## config.mk

```make
export PLATFORM = sky130hd
export DESIGN_NAME = chc_exp_cell
export DESIGN_NICKNAME = d
export VERILOG_FILES = /design/src/hdl/chc_pkg.sv /design/src/hdl/chc_exp_cell.sv
export SDC_FILE = /design/constraint.sdc
export NUM_CORES = 1
export LEC_CHECK = 0
export BUFFER_PORTS_ARGS = -buffer_cell sky130_fd_sc_hd__buf_2
export CORE_MARGIN = 2
export CORE_UTILIZATION = 62
export CTS_BUF_LIST = sky130_fd_sc_hd__clkbuf_16
export DETAILED_ROUTE_END_ITERATION = 16
export PLACE_DENSITY = 0.88
export SYNTH_ARGS = -nofsm -noshare
export SYNTH_HDL_FRONTEND = slang
export SYNTH_SLANG_ARGS = --single-unit
```

## constraint.sdc

```tcl
create_clock -name clk -period 10.7 [get_ports clk]
set_input_delay 1.07 -clock clk [delete_from_list [all_inputs] [get_ports clk]]
set_output_delay 1.07 -clock clk [all_outputs]
set_load 0.02 [all_outputs]
```

## src/hdl/chc_pkg.sv

```systemverilog
// Shared types, constants and constant functions for the cubehelix color evaluator.
package chc_pkg;

  localparam int LEVEL_BITS_DEF = 16;
  localparam int ROTATION_STAGES_DEF = 16;
  localparam int ATAN_LEN = 24;

  // Register map indexes
  localparam logic [1:0] REG_START_HUE  = 2'd0;
  localparam logic [1:0] REG_ROTATIONS  = 2'd1;
  localparam logic [1:0] REG_SAT_GAIN   = 2'd2;
  localparam logic [1:0] REG_GAMMA      = 2'd3;

  localparam logic [9:0]  START_HUE_RST = 10'd128;
  localparam logic [11:0] ROTATIONS_RST = 12'hE80;
  localparam logic [10:0] SAT_GAIN_RST  = 11'd384;
  localparam logic [10:0] GAMMA_RST     = 11'd256;

  localparam logic signed [33:0] CORDIC_GAIN = 34'sd652032874;
  localparam logic [31:0] ONE30 = 32'h4000_0000;

  // Channel weights, Q.16
  localparam logic signed [18:0] W_R_C = -19'sd9739;
  localparam logic signed [18:0] W_R_S = 19'sd116836;
  localparam logic signed [18:0] W_G_C = -19'sd19154;
  localparam logic signed [18:0] W_G_S = -19'sd59408;
  localparam logic signed [18:0] W_B_C = 19'sd129299;

  // Rotation angles in units of 2^-32 turn
  localparam logic [31:0] ATAN_TURNS [ATAN_LEN] = '{
    32'h20000000, 32'h12E4051E, 32'h09FB385B, 32'h051111D4, 32'h028B0D43, 32'h0145D7E1,
    32'h00A2F61E, 32'h00517C55, 32'h0028BE53, 32'h00145F2F, 32'h000A2F98, 32'h000517CC,
    32'h00028BE6, 32'h000145F3, 32'h0000A2FA, 32'h0000517D, 32'h000028BE, 32'h0000145F,
    32'h00000A30, 32'h00000518, 32'h0000028C, 32'h00000146, 32'h000000A3, 32'h00000051
  };

  typedef struct packed {
    logic              nz;
    logic [1:0]        q;
    logic signed [33:0] x;
    logic signed [33:0] y;
    logic signed [33:0] z;
    logic [4:0]        p;
    logic [31:0]       m;
    logic [23:0]       frac;
    logic signed [9:0] n;
    logic [23:0]       f;
    logic [31:0]       e;
  } item_t;

  function automatic logic [63:0] isqrt64(input logic [63:0] v);
    logic [63:0] res;
    logic [63:0] bit_v;
    logic [63:0] rem;
    res = 64'd0;
    bit_v = 64'h4000_0000_0000_0000;
    rem = v;
    for (int i = 0; i < 32; i++) begin
      if (rem >= res + bit_v) begin
        rem = rem - (res + bit_v);
        res = (res >> 1) + bit_v;
      end else begin
        res = res >> 1;
      end
      bit_v = bit_v >> 2;
    end
    return res;
  endfunction

  // 2^(2^-(24-k)) in Q1.30, built as a truncated square root chain
  function automatic logic [63:0] exp_root(input int k);
    logic [63:0] root;
    root = isqrt64(64'h2000_0000_0000_0000);
    for (int j = ATAN_LEN - 1; j > k; j--) begin
      root = isqrt64(root << 30);
    end
    return root;
  endfunction

endpackage

```

## src/hdl/chc_exp_cell.sv

```systemverilog
// One conditional root-multiply cell of the exp2 fraction chain.
module chc_exp_cell #(
  parameter int BIT_POS = 23
) (
  input  logic          clk,
  input  logic          rst_n,
  input  logic          en,
  input  logic          in_v,
  input  chc_pkg::item_t in_item,
  output logic          out_v,
  output chc_pkg::item_t out_item
);

  localparam logic [63:0] ROOT = chc_pkg::exp_root(BIT_POS);

  logic          v_r;
  chc_pkg::item_t item_r, item_nxt;
  logic [63:0]   prod;

  always_comb begin
    prod = {32'd0, in_item.e} * {32'd0, ROOT[31:0]};
    item_nxt = in_item;
    if (in_item.f[BIT_POS]) begin
      item_nxt.e = prod[61:30];
    end
  end

  always_ff @(posedge clk) begin
    if (!rst_n) begin
      v_r <= 1'b0;
    end else if (en) begin
      v_r <= in_v;
    end
  end

  always_ff @(posedge clk) begin
    if (en) begin
      item_r <= item_nxt;
    end
  end

  assign out_v = v_r;
  assign out_item = item_r;

endmodule

```

==> results.py <==
metrics = {
    "run_status": {
        "status": "finished clean",
    },
    "clock_network": {
        "ctsHtreeMaxLevel": 1,
        "ctsLongestPathBuffers": 3,
        "postCtsSetupBuffers": 0,
        "clkSlewWorstSetupHoldPaths_ns": 0.07,
        "numCtsBuffers": 25,
        "clock-sinks": 233,
        "clock_latency_ns": 0.54,
        "post_cts_resized": 0,
        "holdBufCountCts": 0,
        "tritoncts": "built",
        "clock-root-buffer": "clkbuf_16",
    },
    "detailed_routing": {
        "drcViolationCount": 0,
        "post_drt_wl_per_cell_um": 26.7,
        "drt_iter0_markers": 1786,
        "dr.pass1.iters": 6,
        "antenna_left": 0,
        "vias_per_cell": 5.80,
        "wl_um": 81600,
        "vias": 17700,
    },
    "synthesis": {
        "synthAdderAreaFrac": 0.490,
        "yosysSeqAreaShare": 0.288,
        "yosysWarnings": 0,
        "synth_top_cells_by_count": "559 x inv_1, 420 x ha_1, 332 x fa_1",
        "synth_edf_count": 232,
        "synth.avg_cell_area_um2": 12.0,
        "yosys.area.top_type": "edfxtp_1",
        "synth-simple-area-share": 0.0358,
        "synth_compound_area_frac": 0.0581,
        "synth_nets": 3018,
        "synth_most_common_cell": "inv_1",
        "synthDistinctLibCells": 73,
        "synth.area.top_cells": "edfxtp_1 29%, fa_1 27%, ha_1 22%, inv_1 8.6%, a21o_1 1.7%",
        "synth-seq-cells": 233,
        "synth_top_area_share": 0.287,
        "synth_top_family_by_area": "adder cells",
        "synthXorXnorAreaFrac": 0.0260,
        "netlist_area_um2": 24300,
        "ys.flop_type": "edfxtp_1",
        "synthArstFlopShare": 0,
        "syn-instance-count": 2030,
        "synth_mux_area_frac": 0.0111,
    },
    "global_route": {
        "overflow": 0,
        "grt_max_degree": 104,
        "grt_pass1_vias": 18500,
        "antenna_found_initial": 16,
        "gr-usage-all-layers": 0.406,
        "grt_pass1_wl_um": 119000,
    },
    "critical_path": {
        "cp.required_ns": 11.00,
        "r2r_cells": 2,
        "critical_path.max_stage_delay_ns": 0.53,
        "cpMaxStageDelayCell": "fa_1",
        "crit_type": "primary input to flop",
        "r2r_setup_slack_ns": 10.11,
        "worst_setup_path_end_kind": "flop",
        "worstSetupStartpointType": "primary input",
        "worstPathArrival_ns": 8.22,
        "timing.rr.end": "out_v",
        "cp_max_fo": 13,
        "regToRegStartpoint": "out_v",
    },
    "timing": {
        "grt_setup_unrepaired": "no",
        "finalHoldViolCount": 0,
        "setup_viol_count_final": 0,
        "skew_ns": 0,
        "period_share": 0.740,
        "slew_headroom": 0.404,
        "fin_crit_ns": 7.92,
        "tightest_slew_ns": 0.894,
        "drv_slew": 0,
        "fmax_mhz": 126,
        "setup_tns_ns": 0,
    },
    "placed_design": {
        "gp_routability_congestion": 0.986,
        "port_buffers": 468,
        "dp_hpwl_um": 67600,
    },
    "floorplan": {
        "die_w_um": 202,
        "coreArea_um2": 38600,
        "initial_utilization": 0.628,
        "rows": 72,
        "die_h_um": 202,
        "die_area_um2": 40800,
        "io_pins": 469,
    },
    "cells_and_area": {
        "drive_above_1_share": 0.220,
        "syn2layout_area_growth_pct": 15.8,
        "fin_util": 0.728,
        "finalNetCount": 3502,
    },
    "hold_path": {
        "hp-start": "out_v",
        "hp-class": "flop to flop",
        "min_to": "out_v",
        "hold-path-cell-count": 2,
    },
    "flow_run": {
        "max_cap_viol_count": 0,
    },
}
-- registers in the layout, indices dropped and copies added, names as in the netlist --
signal    count
out_v         1
out_item    232
-- cell usage in the layout (no fill, tap or decap), types with 27 or more instances in the layout --
master	count
edfxtp_1	232
a21o_1	54
xnor2_1	27
ha_1	420
buf_2	467
nand2_1	54
nor2_1	30
xor2_1	45
inv_1	559
a21oi_1	55
fa_1	332
-- final cells by class --
type	count	area [um2]
Multi-Input combinational cell	1224	15100
Fill cell	2628	10500
Sequential cell	233	6990
Timing Repair Buffer	471	2370
Inverter	559	2100
Tap cell	518	648
Clock buffer	25	626
Clock inverter	21	308
Antenna cell	2	5.00
-- stage by stage --
step	cell area (um2)	cells	setup slack [ns]	hold slack (ns)
after global placement	27200	3005	2.35	0.499
after global routing	28100	3052	2.56	0.540
after detailed placement	27200	3005	2.34	0.502
after CTS	28100	3051	2.91	0.519
after floorplan	24300	2030	3.40	0.589
final	28100	3053	2.78	0.519
-- cells by family after synthesis --
| family | after synthesis |
|---|---|
| multiplexers | 24 |
| AO/OA/AOI/OAI | 206 |
| adder cells (fa/ha/maj) | 752 |
| XOR/XNOR | 72 |
| flip-flops | 233 |
| AND/OR/NAND/NOR | 170 |
| buffers and inverters | 573 |
-- worst max path at each step --
stage,start,endpoint,slack [ns],cells after the start
2_1_floorplan,in_item[20],out_item[27],3.40,24
3_3_place_gp,in_item[19],out_item[27],2.35,25
3_5_place_dp,in_item[21],out_item[27],2.34,25
4_1_cts,in_item[12],out_item[28],2.91,25
5_1_grt,in_item[23],out_item[27],2.56,23
6_report,in_item[6],out_item[18],2.78,26
-- layer usage --
layer  track usage  up-vias  routed length [um]
met5             0        -                  82
met4         0.146       12                3630
met3         0.195      223               13100
met2         0.588     1191               34300
met1         0.532     8704               30500
li1              -     7565                   -
-- critical path: cells and delay by family --
kind / cells / cell delay (ns)
muxes: 1 / 0.28
xor gates and xnor gates: 1 / 0.17
adders and majority gates: 9 / 4.16
AOI/OAI and AO/OA: 5 / 1.50
buffers and inverters: 7 / 0.77
and+or+nand+nor: 3 / 0.26
Power is left out: the tool's default activity adds up to more than one toggle a clock period on the data nets, which glitch-free logic cannot reach.
