File: config.mk
export PLATFORM = sky130hd
export DESIGN_NAME = chc_cordic_cell
export DESIGN_NICKNAME = d
export VERILOG_FILES = /design/src/hdl/chc_pkg.sv /design/src/hdl/chc_cordic_cell.sv
export SDC_FILE = /design/constraint.sdc
export NUM_CORES = 1
export LEC_CHECK = 0
export CAP_MARGIN = 20
export CORE_AREA = 3 3 183 185
export DETAILED_ROUTE_END_ITERATION = 16
export DIE_AREA = 0 0 186 188
export DONT_BUFFER_PORTS = 1
export GPL_TIMING_DRIVEN = 0
export PLACE_DENSITY = 0.56
export SLEW_MARGIN = 15
export SYNTH_ARGS = -nofsm -noshare
export SYNTH_HDL_FRONTEND = slang
export SYNTH_SLANG_ARGS = --single-unit
File: constraint.sdc
create_clock -name clk -period 3.9 [get_ports clk]
set_input_delay 0.195 -clock clk [delete_from_list [all_inputs] [get_ports clk]]
set_output_delay 0.195 -clock clk [all_outputs]
set_load 0.03 [all_outputs]
File: src/hdl/chc_pkg.sv
// Shared types, constants and constant functions for the cubehelix color evaluator.
package chc_pkg;

  localparam int LEVEL_BITS_DEF = 16;
  localparam int ROTATION_STAGES_DEF = 16;
  localparam int ATAN_LEN = 24;

  // Register map indexes
  localparam logic [1:0] REG_START_HUE  = 2'd0;
  localparam logic [1:0] REG_ROTATIONS  = 2'd1;
  localparam logic [1:0] REG_SAT_GAIN   = 2'd2;
  localparam logic [1:0] REG_GAMMA      = 2'd3;

  localparam logic [9:0]  START_HUE_RST = 10'd128;
  localparam logic [11:0] ROTATIONS_RST = 12'hE80;
  localparam logic [10:0] SAT_GAIN_RST  = 11'd384;
  localparam logic [10:0] GAMMA_RST     = 11'd256;

  localparam logic signed [33:0] CORDIC_GAIN = 34'sd652032874;
  localparam logic [31:0] ONE30 = 32'h4000_0000;

  // Channel weights, Q.16
  localparam logic signed [18:0] W_R_C = -19'sd9739;
  localparam logic signed [18:0] W_R_S = 19'sd116836;
  localparam logic signed [18:0] W_G_C = -19'sd19154;
  localparam logic signed [18:0] W_G_S = -19'sd59408;
  localparam logic signed [18:0] W_B_C = 19'sd129299;

  // Rotation angles in units of 2^-32 turn
  localparam logic [31:0] ATAN_TURNS [ATAN_LEN] = '{
    32'h20000000, 32'h12E4051E, 32'h09FB385B, 32'h051111D4, 32'h028B0D43, 32'h0145D7E1,
    32'h00A2F61E, 32'h00517C55, 32'h0028BE53, 32'h00145F2F, 32'h000A2F98, 32'h000517CC,
    32'h00028BE6, 32'h000145F3, 32'h0000A2FA, 32'h0000517D, 32'h000028BE, 32'h0000145F,
    32'h00000A30, 32'h00000518, 32'h0000028C, 32'h00000146, 32'h000000A3, 32'h00000051
  };

  typedef struct packed {
    logic              nz;
    logic [1:0]        q;
    logic signed [33:0] x;
    logic signed [33:0] y;
    logic signed [33:0] z;
    logic [4:0]        p;
    logic [31:0]       m;
    logic [23:0]       frac;
    logic signed [9:0] n;
    logic [23:0]       f;
    logic [31:0]       e;
  } item_t;

  function automatic logic [63:0] isqrt64(input logic [63:0] v);
    logic [63:0] res;
    logic [63:0] bit_v;
    logic [63:0] rem;
    res = 64'd0;
    bit_v = 64'h4000_0000_0000_0000;
    rem = v;
    for (int i = 0; i < 32; i++) begin
      if (rem >= res + bit_v) begin
        rem = rem - (res + bit_v);
        res = (res >> 1) + bit_v;
      end else begin
        res = res >> 1;
      end
      bit_v = bit_v >> 2;
    end
    return res;
  endfunction

  // 2^(2^-(24-k)) in Q1.30, built as a truncated square root chain
  function automatic logic [63:0] exp_root(input int k);
    logic [63:0] root;
    root = isqrt64(64'h2000_0000_0000_0000);
    for (int j = ATAN_LEN - 1; j > k; j--) begin
      root = isqrt64(root << 30);
    end
    return root;
  endfunction

endpackage

File: src/hdl/chc_cordic_cell.sv
// One CORDIC rotation cell of the phase-to-cos/sin chain.
module chc_cordic_cell #(
  parameter int STAGE = 0
) (
  input  logic          clk,
  input  logic          rst_n,
  input  logic          en,
  input  logic          in_v,
  input  chc_pkg::item_t in_item,
  output logic          out_v,
  output chc_pkg::item_t out_item
);

  localparam logic signed [33:0] ANGLE = $signed({2'b00, chc_pkg::ATAN_TURNS[STAGE]});

  logic          v_r;
  chc_pkg::item_t item_r, item_nxt;
  logic signed [33:0] dx, dy;

  always_comb begin
    dx = in_item.y >>> STAGE;
    dy = in_item.x >>> STAGE;
    item_nxt = in_item;
    if (!in_item.z[33]) begin
      item_nxt.x = in_item.x - dx;
      item_nxt.y = in_item.y + dy;
      item_nxt.z = in_item.z - ANGLE;
    end else begin
      item_nxt.x = in_item.x + dx;
      item_nxt.y = in_item.y - dy;
      item_nxt.z = in_item.z + ANGLE;
    end
  end

  always_ff @(posedge clk) begin
    if (!rst_n) begin
      v_r <= 1'b0;
    end else if (en) begin
      v_r <= in_v;
    end
  end

  always_ff @(posedge clk) begin
    if (en) begin
      item_r <= item_nxt;
    end
  end

  assign out_v = v_r;
  assign out_item = item_r;

endmodule

==> key figures <==
Timing
  – Minimum clock period after layout: 3.39 ns
  – Fmax: 0.295 GHz
  – Slew HR: 25.9%
  – RSZ-0062 raised after global routing: false
  – Skew final: 0 ns
  – Worst Tran Pin Value: 1.11 ns
  – Final Hold Slack: -0.207 ns
  – Final Max Slew Viols: 0
  – Endpoints failing hold: between 200 and 250
  – Fin crit share: just under 90%
  – Final setup vio count: 0
  – Final TNS setup: 0 ns

Placed design
  – Dpl cell area: between 10,000 and 15,000 um2
  – Inst Count DP: between 1,500 and 2,000
  – Detail Placement HPWL: 38,700 um
  – GPL Wtd Cong: 0.943
  – Port Buffers: 0

Clock tree
  – Post-CTS Setup Inserts: 0
  – Max Root-Sink Buffers: 3
  – CTS H-tree depth: 1
  – Hold-fix buffers, CTS: ~170
  – CTS Sinks: about 230
  – Skew-Pair Late Insertion Delay: just over 0.5 ns
  – Root buf cell: clkbuf_16
  – Post-CTS resize count: 0
  – CTS tree: done
  – CTS Buf Count: 25
  – Reg clk slew, reported paths: ~0.060 ns

Yosys
  – Syn Std Cell Area: roughly 13,000 um2
  – Post-Syn Nets: approximately 1,500
  – Ys flop type: edfxtp_1
  – Synth cell types: 81
  – Synth Instances: roughly 1,100
  – #FFs+latches synth: around 230
  – Avg Inst Size Synth: about 11 um2
  – FFs w/ async S/R, synth: 0%
  – Post-synth EDFFs: roughly 230
  – Yosys Warn Count: 0
  – Register area share after synthesis: 53.7%

Detailed routing
  – DRC violations left: 0
  – Vias/cell: between 5 and 6
  – Vias: slightly above 10,000
  – Routed WL: just over 50,000 um
  – Post-DRT Antenna Nets: 0
  – DR pass1 iterations: 8
  – Detailed Route Iter0 Violations: around 1,100
  – Wire per inst: roughly 29 um

Worst setup path
  – Buf+Inv Stages, Crit Path: 1
  – Worst path slowest cell: dlygate4sd3_1
  – Setup crit start kind: input port
  – Worst Path Arrival: around 3.7 ns
  – Setup Crit Path Kind: input port to register
  – CP required: 4.15 ns
  – Crit path max-delay family: compound AO/OA/AOI/OAI gates
  – Crit. path cell count: 12
  – Crit-path max cell delay: between 0.5 and 0.6 ns
  – Worst R2R Path Depth: 3
  – Worst-path cell chain: dlygate4sd3_1, ha_1, fa_1, and2b_1, o31ai_1, a211oi_1, a21oi_1, o311a_1, o221ai_1, a41oi_1, nor3_1, xnor2_1
  – Nature of the critical path endpoint: register
  – Crit Path Max Fanout: 3

Global route
  – GRT overflow: 0
  – Pin count of the biggest net entering global routing: around 230
  – Tot GR Track Use: ~28%
  – Initial antenna violation count: 2
  – First-pass GRT wire length: around 71,000 um
  – Vias in the first global route: around 10,000

Die
  – Die W: ~190 um
  – Total die area: 35,000 um2
  – Cell row count: 66
  – Total I/O pin count: 469
  – Core ar.: ~32,000 um2
  – Starting Density: approximately two fifths
  – Die span in y: between 150 and 200 um

Power and ir drop
  – Static Leak: 0.00615 uW
  – NetSw: around 2500 uW
  – Clk pwr share: approximately a third
  – Pwr Density: 471 nW/um2
  – Seq pwr share: between 50 and 60%
  – Pint: just over 5000 uW
  – Combinational power share: 16.8%
  – Switching share of power: between 30% and 40%
  – Max VDD drop: slightly below 0.3 mV

Finish
  – Final nets: around 1,700
  – Cell area after layout: 15,900 um2
  – Final Non-Filler Cells: between 1,500 and 2,000
  – P&R area growth vs syn: 23.0%
  – Share of layout cells above drive strength 1: about 5.6%

Outcome
  – Failing checks: hold timing
  – Outcome: finished, violations left

Min path
  – Worst min path class: input port to register
  – Hold depth: 0

Run
  – Max_cap viols: 0
-- power groups by stage --
stage | registers, uW | logic [uW] | clock network [uW]
CTS | 3860 | 1230 | 2430
global placement | 3910 | 1090 | 0
floorplan | 3750 | 777 | 0
detailed placement | 3900 | 1080 | 0
global route | 3850 | 1370 | 2560
finish | 3850 | 1260 | 2400
-- kinds of logic (layout without fill, tap and decap cells) --
logic type | count (synthesis) | in the layout | share of synthesized area (%)
adders and majority gates | 106 | 106 | 10.5
buffers and inverters | 151 | 360 | 4.64
xor gates and xnor gates | 67 | 67 | 4.53
AOI/OAI and AO/OA | 336 | 336 | 16.5
DFF | 232 | 232 | 53.7
muxes | 19 | 19 | 1.47
and+or+nand+nor | 231 | 231 | 8.68
other | 0 | 2 | 0
-- per-stage QoR --
| step | util [%] | power [uW] | setup slack (ns) |
|---|---|---|---|
| 2_1_floorplan | - | 4520 | 1.26 |
| 3_3_place_gp | 41.8 | 5000 | 0.494 |
| 3_5_place_dp | 41.8 | 4990 | 0.567 |
| 4_1_cts | 49.5 | 7520 | 0.551 |
| 5_1_grt | 49.5 | 7780 | 0.370 |
| 6_report | 49.5 | 7510 | 0.508 |
-- cells in the final DEF (no fill, tap or decap), types with 26 or more instances in the layout --
master / count
ha_1: 102
edfxtp_1: 231
nor2_1: 70
dlygate4sd3_1: 165
clkbuf_1: 26
a21oi_1: 113
xnor2_1: 59
nand2_1: 53
o21ai_0: 60
inv_1: 93
-- synthesized netlist by cell type, drive strengths merged, types with 5 or more instances --
cell type    n  share of area [%]
nand3       12               0.46
a21o        17               0.98
edfxtp     231                 54
a31oi        8               0.39
a211oi      15               0.91
and3         5               0.24
o31ai       15               0.98
o21bai      22                1.3
o21ai       79                3.1
o21a         9               0.52
buf         25               0.99
xor2         8               0.54
nor2b       12               0.58
xnor2       59                4.0
mux2i       19                1.5
nor3        24                1.0
a21oi      115                4.5
nand2b       5               0.24
ha         102                9.8
inv        102                3.0
clkbuf      21               0.61
o211ai       7               0.41
nand2       53                1.5
nand4       14               0.68
nor2        71                2.1
nor4        11               0.53
-- registers in the layout, indices dropped and copies added (netlist names) --
signal,flops
out_v,1
out_item,231
-- path summary, 6_finish.rpt --
kind / startpoint / end / slack, ns
max: in_item[195] / out_item[191] / 0.51
min: en / out_item[19] / -0.21
max reg2reg: out_v / out_v / 2.54
min reg2reg: out_v / out_v / 1.25
-- metal layers --
layer / part of all wire (%) / wire length, um / global-route usage [%] / vias to the layer above
met5: 0 / 0 / 0 / -
met4: 4.2 / 2140 / 10.1 / 0
met3: 7.8 / 3990 / 4.56 / 84
met2: 46 / 23700 / 44.7 / 567
met1: 42 / 21400 / 38.1 / 5167
li1: - / - / - / 4561
-- final cells by class --
type / instances / area (um2)
fill: 2914 / 16300
antenna: 2 / 5.00
clock inverter: 14 / 171
inverter: 105 / 394
clock buffer: 30 / 644
multi-input combinational: 759 / 5400
sequential: 232 / 6960
tap: 408 / 510
buffer: 46 / 208
timing repair buffer: 165 / 1650
No activity file was read; power rests on OpenSTA's default activity.
