File: src/hdl/chc_pkg.sv
// Shared types, constants and constant functions for the cubehelix color evaluator.
package chc_pkg;

  localparam int LEVEL_BITS_DEF = 16;
  localparam int ROTATION_STAGES_DEF = 16;
  localparam int ATAN_LEN = 24;

  // Register map indexes
  localparam logic [1:0] REG_START_HUE  = 2'd0;
  localparam logic [1:0] REG_ROTATIONS  = 2'd1;
  localparam logic [1:0] REG_SAT_GAIN   = 2'd2;
  localparam logic [1:0] REG_GAMMA      = 2'd3;

  localparam logic [9:0]  START_HUE_RST = 10'd128;
  localparam logic [11:0] ROTATIONS_RST = 12'hE80;
  localparam logic [10:0] SAT_GAIN_RST  = 11'd384;
  localparam logic [10:0] GAMMA_RST     = 11'd256;

  localparam logic signed [33:0] CORDIC_GAIN = 34'sd652032874;
  localparam logic [31:0] ONE30 = 32'h4000_0000;

  // Channel weights, Q.16
  localparam logic signed [18:0] W_R_C = -19'sd9739;
  localparam logic signed [18:0] W_R_S = 19'sd116836;
  localparam logic signed [18:0] W_G_C = -19'sd19154;
  localparam logic signed [18:0] W_G_S = -19'sd59408;
  localparam logic signed [18:0] W_B_C = 19'sd129299;

  // Rotation angles in units of 2^-32 turn
  localparam logic [31:0] ATAN_TURNS [ATAN_LEN] = '{
    32'h20000000, 32'h12E4051E, 32'h09FB385B, 32'h051111D4, 32'h028B0D43, 32'h0145D7E1,
    32'h00A2F61E, 32'h00517C55, 32'h0028BE53, 32'h00145F2F, 32'h000A2F98, 32'h000517CC,
    32'h00028BE6, 32'h000145F3, 32'h0000A2FA, 32'h0000517D, 32'h000028BE, 32'h0000145F,
    32'h00000A30, 32'h00000518, 32'h0000028C, 32'h00000146, 32'h000000A3, 32'h00000051
  };

  typedef struct packed {
    logic              nz;
    logic [1:0]        q;
    logic signed [33:0] x;
    logic signed [33:0] y;
    logic signed [33:0] z;
    logic [4:0]        p;
    logic [31:0]       m;
    logic [23:0]       frac;
    logic signed [9:0] n;
    logic [23:0]       f;
    logic [31:0]       e;
  } item_t;

  function automatic logic [63:0] isqrt64(input logic [63:0] v);
    logic [63:0] res;
    logic [63:0] bit_v;
    logic [63:0] rem;
    res = 64'd0;
    bit_v = 64'h4000_0000_0000_0000;
    rem = v;
    for (int i = 0; i < 32; i++) begin
      if (rem >= res + bit_v) begin
        rem = rem - (res + bit_v);
        res = (res >> 1) + bit_v;
      end else begin
        res = res >> 1;
      end
      bit_v = bit_v >> 2;
    end
    return res;
  endfunction

  // 2^(2^-(24-k)) in Q1.30, built as a truncated square root chain
  function automatic logic [63:0] exp_root(input int k);
    logic [63:0] root;
    root = isqrt64(64'h2000_0000_0000_0000);
    for (int j = ATAN_LEN - 1; j > k; j--) begin
      root = isqrt64(root << 30);
    end
    return root;
  endfunction

endpackage

File: src/hdl/chc_log_cell.sv
// One squaring cell of the log2 fraction chain; yields one fraction bit.
module chc_log_cell #(
  parameter int BIT_POS = 23
) (
  input  logic          clk,
  input  logic          rst_n,
  input  logic          en,
  input  logic          in_v,
  input  chc_pkg::item_t in_item,
  output logic          out_v,
  output chc_pkg::item_t out_item
);

  logic          v_r;
  chc_pkg::item_t item_r, item_nxt;
  logic [63:0]   sq;
  logic [31:0]   m2;

  always_comb begin
    sq = {32'd0, in_item.m} * {32'd0, in_item.m};
    m2 = sq[61:30];
    item_nxt = in_item;
    if (m2[31]) begin
      item_nxt.frac[BIT_POS] = 1'b1;
      item_nxt.m = {1'b0, m2[31:1]};
    end else begin
      item_nxt.m = m2;
    end
  end

  always_ff @(posedge clk) begin
    if (!rst_n) begin
      v_r <= 1'b0;
    end else if (en) begin
      v_r <= in_v;
    end
  end

  always_ff @(posedge clk) begin
    if (en) begin
      item_r <= item_nxt;
    end
  end

  assign out_v = v_r;
  assign out_item = item_r;

endmodule

File: config.mk
export PLATFORM = sky130hd
export DESIGN_NAME = chc_log_cell
export DESIGN_NICKNAME = d
export VERILOG_FILES = /design/src/hdl/chc_pkg.sv /design/src/hdl/chc_log_cell.sv
export SDC_FILE = /design/constraint.sdc
export NUM_CORES = 2
export LEC_CHECK = 0
export BUFFER_PORTS_ARGS = -buffer_cell sky130_fd_sc_hd__clkbuf_2
export CORE_MARGIN = 2
export CORE_UTILIZATION = 40
export DETAILED_ROUTE_END_ITERATION = 10
export PLACE_DENSITY = 0.66
export SYNTH_ARGS = -nofsm -noshare
export SYNTH_HDL_FRONTEND = slang
export SYNTH_SLANG_ARGS = --single-unit
File: constraint.sdc
create_clock -name clk -period 10.85 [get_ports clk]
set_clock_uncertainty 0.1 [all_clocks]
set_input_delay 0.5425 -clock clk [delete_from_list [all_inputs] [get_ports clk]]
set_output_delay 0.5425 -clock clk [all_outputs]
set_load 0.01 [all_outputs]
==> results summary <==
The average cell area after synthesis is 10.7 µm². CTS built an H-tree with a depth of 1. The number of antenna violations at the first check in global routing came out at 11.

The run finished with clean final reports. Entering global routing, the biggest net connects 118 pins. The worst hold path cell count is 1. The slew of the pin with the lowest slew margin is 1110 ps. For this run, asynchronously set or reset flops after synthesis account for 0.

The initial core utilization is 0.403. The number of cells upsized or downsized after cts is 0. The total routing resource utilization after global routing came out at 0.234. The final number of max-transition violations was 0. The post-detailed-routing wire length is 106000 µm. The number of sinks handled by clock tree synthesis came out at 232. After detailed routing, the average wire length per cell comes to 21.3 µm. The post-detailed-route DRC marker count is 0. The final count of negative-setup-slack endpoints came out at 0. The post-detailed-route count of antenna-violating nets came out at 0. The worst slew margin relative to its limit is 0.259.

The detailed router finished its first iteration with 1645 violations. The arrival time at the worst endpoint came out at 9530 ps. For this design the top-level I/O count stands at 469.

Derived from the worst setup path, the maximum achievable clock frequency is 107 MHz. The via count of the first global-routing pass is 27216. The routed layout has 24622 vias. The tool flagged a number of max-cap violations equal to 0.

The number of nets in the synthesized netlist came out at 4689. The filler cells instantiated in the layout total 8525. The width of the chip is 305 µm. The area growth from synthesis to layout came out at 11.5%. The post-synthesis sequential element count came out at 232.

After synthesis the cells add up to 36200 µm². The first global-routing pass estimated 163000 µm of wire. The root buffer cell is sky130_fd_sc_hd__clkbuf_16. The slowest stage cell on the critical path is sky130_fd_sc_hd__o21ai_0. The number of flops mapped to enable cells by yosys came out at 231. The worst register-to-register path has a depth of 2. Setup repair after global routing left no endpoint under its margin.

In the synthesized netlist the dominant register cell turns out to be sky130_fd_sc_hd__edfxtp_1. The worst endpoint required time came out at 11000 ps. The number of distinct library cell variants in the gate-level netlist after synthesis came out at 63. The biggest cell delay along the critical path is 840 ps. sky130_fd_sc_hd__fa_1 takes more of the synthesized area than any other cell.

The number of iterations in the first detailed-routing pass came out at 5. The startpoint type of the worst setup path is an input pin. The cell count after synthesis came out at 3377. TritonCTS built the clock tree. The maximum buffer depth of the clock tree came out at 3. The minimum period implied by the final worst setup slack came out at 9380 ps.

Counting stages on the worst path, the most repeated cell is sky130_fd_sc_hd__fa_1. The number of hold-slack violations in the final timing report came to 0. The number of nets at the end of the flow is 5079.

The core region is 89900 µm². The post-DP HPWL is 86000 µm. The top-area cell type share of the netlist area came out at 0.439.

The congestion estimate from routability-driven global placement came to 0.961. In this run the vertical extent of the chip is 305 µm. The area used by multi-input combinational logic came out at 25100 µm².

The share of the Yosys chip area taken by registers is 0.192. After synthesis, the most frequently instantiated cells are sky130_fd_sc_hd__inv_1 (968), sky130_fd_sc_hd__fa_1 (793), sky130_fd_sc_hd__ha_1 (283), sky130_fd_sc_hd__nand2_1 (281), sky130_fd_sc_hd__edfxtp_1 (231). After global routing the overflow that remains totals 0. Yosys attributes the largest share of cell area to sky130_fd_sc_hd__fa_1 (44%), sky130_fd_sc_hd__edfxtp_1 (19%), sky130_fd_sc_hd__inv_1 (10%).

The path class of the tightest hold or removal check is input pin to flip-flop. The share of post-route cells with drive strength above 1 came out at 0.148. Buffers added to address setup during post-CTS repair amount to 0.

The largest fanout of any net on the critical path came out at 32. Hold repair after CTS inserted 0 buffers. In the finished design, the share of the clock period the worst path needs comes to 0.865. The area taken by flip-flops and latches is 6960 µm². The endpoint kind of the worst setup timing path is a flip-flop.

For the worst-skew pair, the clock arrives at the later sink with an insertion delay of 500 ps. The worst register-to-register path has a setup slack of 10150 ps. The number of cell rows came out at 110.

The most common cell in the synthesized netlist is sky130_fd_sc_hd__inv_1. The post-detailed-route via-to-cell ratio is 4.96. The critical path in this run is classified as input pin to flip-flop. The CTS buffer count came out at 20. The post-CTS clock slew at the launch and capture registers of the worst setup and hold paths is 70 ps. The setup total negative slack is 0 ps. In this run the tool buffered the top-level ports with 467 buffer cells. The number of warnings reported in the yosys synthesis log came out at 0.

The die footprint came out at 92900 µm².
[placed cells by master (no fill, tap or decap), types with 9 or more instances in the layout]
| cell type | synthesis | routed |
|---|---|---|
| sky130_fd_sc_hd__buf_4 | 4 | 22 |
| sky130_fd_sc_hd__nand4_1 | 21 | 21 |
| sky130_fd_sc_hd__clkbuf_2 | 0 | 466 |
| sky130_fd_sc_hd__a21oi_1 | 69 | 69 |
| sky130_fd_sc_hd__and2_1 | 227 | 227 |
| sky130_fd_sc_hd__nand2_1 | 281 | 281 |
| sky130_fd_sc_hd__mux2i_1 | 11 | 11 |
| sky130_fd_sc_hd__xor2_1 | 37 | 37 |
| sky130_fd_sc_hd__nor2_1 | 59 | 59 |
| sky130_fd_sc_hd__o21bai_1 | 12 | 12 |
| sky130_fd_sc_hd__o21ai_0 | 30 | 30 |
| sky130_fd_sc_hd__mux2_2 | 22 | 22 |
| sky130_fd_sc_hd__clkbuf_16 | 0 | 21 |
| sky130_fd_sc_hd__a31o_2 | 9 | 9 |
| sky130_fd_sc_hd__xnor2_1 | 40 | 40 |
| sky130_fd_sc_hd__edfxtp_1 | 231 | 231 |
| sky130_fd_sc_hd__nor3_1 | 11 | 11 |
| sky130_fd_sc_hd__fa_1 | 793 | 793 |
| sky130_fd_sc_hd__a21o_1 | 48 | 48 |
| sky130_fd_sc_hd__a31oi_1 | 9 | 9 |
| sky130_fd_sc_hd__ha_1 | 283 | 283 |
| sky130_fd_sc_hd__inv_1 | 968 | 968 |
[final timing paths]
check                                      to          from
worst max-delay path            out_item[107]  in_item[108]
worst min-delay path            out_item[188]  in_item[188]
worst max register to register          out_v         out_v
worst min register to register          out_v         out_v
[through the flow]
stage / cells / worst slack (ps) / hold slack (ps) / instance area [µm²] / utilization
4_1_cts: 4957 / 1490 / 80.4 / 40300 / 0.449
3_3_place_gp: 4921 / 996 / 404 / 39700 / 0.442
5_1_grt: 4960 / 970 / 73.6 / 40300 / 0.449
6_report: 4960 / 1470 / 106 / 40300 / 0.449
3_5_place_dp: 4921 / 979 / 411 / 39700 / 0.442
2_1_floorplan: 3377 / 2790 / 438 / 36200 / -
[worst max-delay path, delay by kind of cell]
kind / cells / cell delay, ps
and+or+nand+nor: 2 / 380
xor gates and xnor gates: 1 / 110
buffers and inverters: 6 / 1390
muxes: 1 / 270
adders and majority gates: 9 / 4240
AOI/OAI and AO/OA: 6 / 2570
[layout make-up]
type,instances,area share
antenna,3,0.000186
clock buffer,25,0.0134
tap,1176,0.0365
clock inverter,11,0.00205
inverter,968,0.0901
timing repair buffer,489,0.0623
multi-input combinational,2056,0.623
sequential,232,0.172
[state kept, by name, summed over array words and instances, names as in the netlist]
| register | cells |
|---|---|
| out_v | 1 |
| out_item | 231 |
[logic make-up after synthesis]
kind of cell	count (synthesis)	share of synthesized area
fa+ha+maj	1076	0.536
other cells	1	0.000104
xor+xnor	77	0.0186
mux	33	0.00989
simple gates	646	0.0887
compound gates	223	0.0406
buf+inv	1089	0.113
flops	232	0.192
[layer usage]
metal,GRT usage,part of all wire,up-vias
met5,0,0.00057,-
met4,0.0604,0.027,10
met3,0.0469,0.077,165
met2,0.382,0.47,919
met1,0.319,0.42,12663
li1,-,-,10865
Power is not shown: default switching activity piles up to over one toggle a cycle in this logic, so the estimate is an artifact.
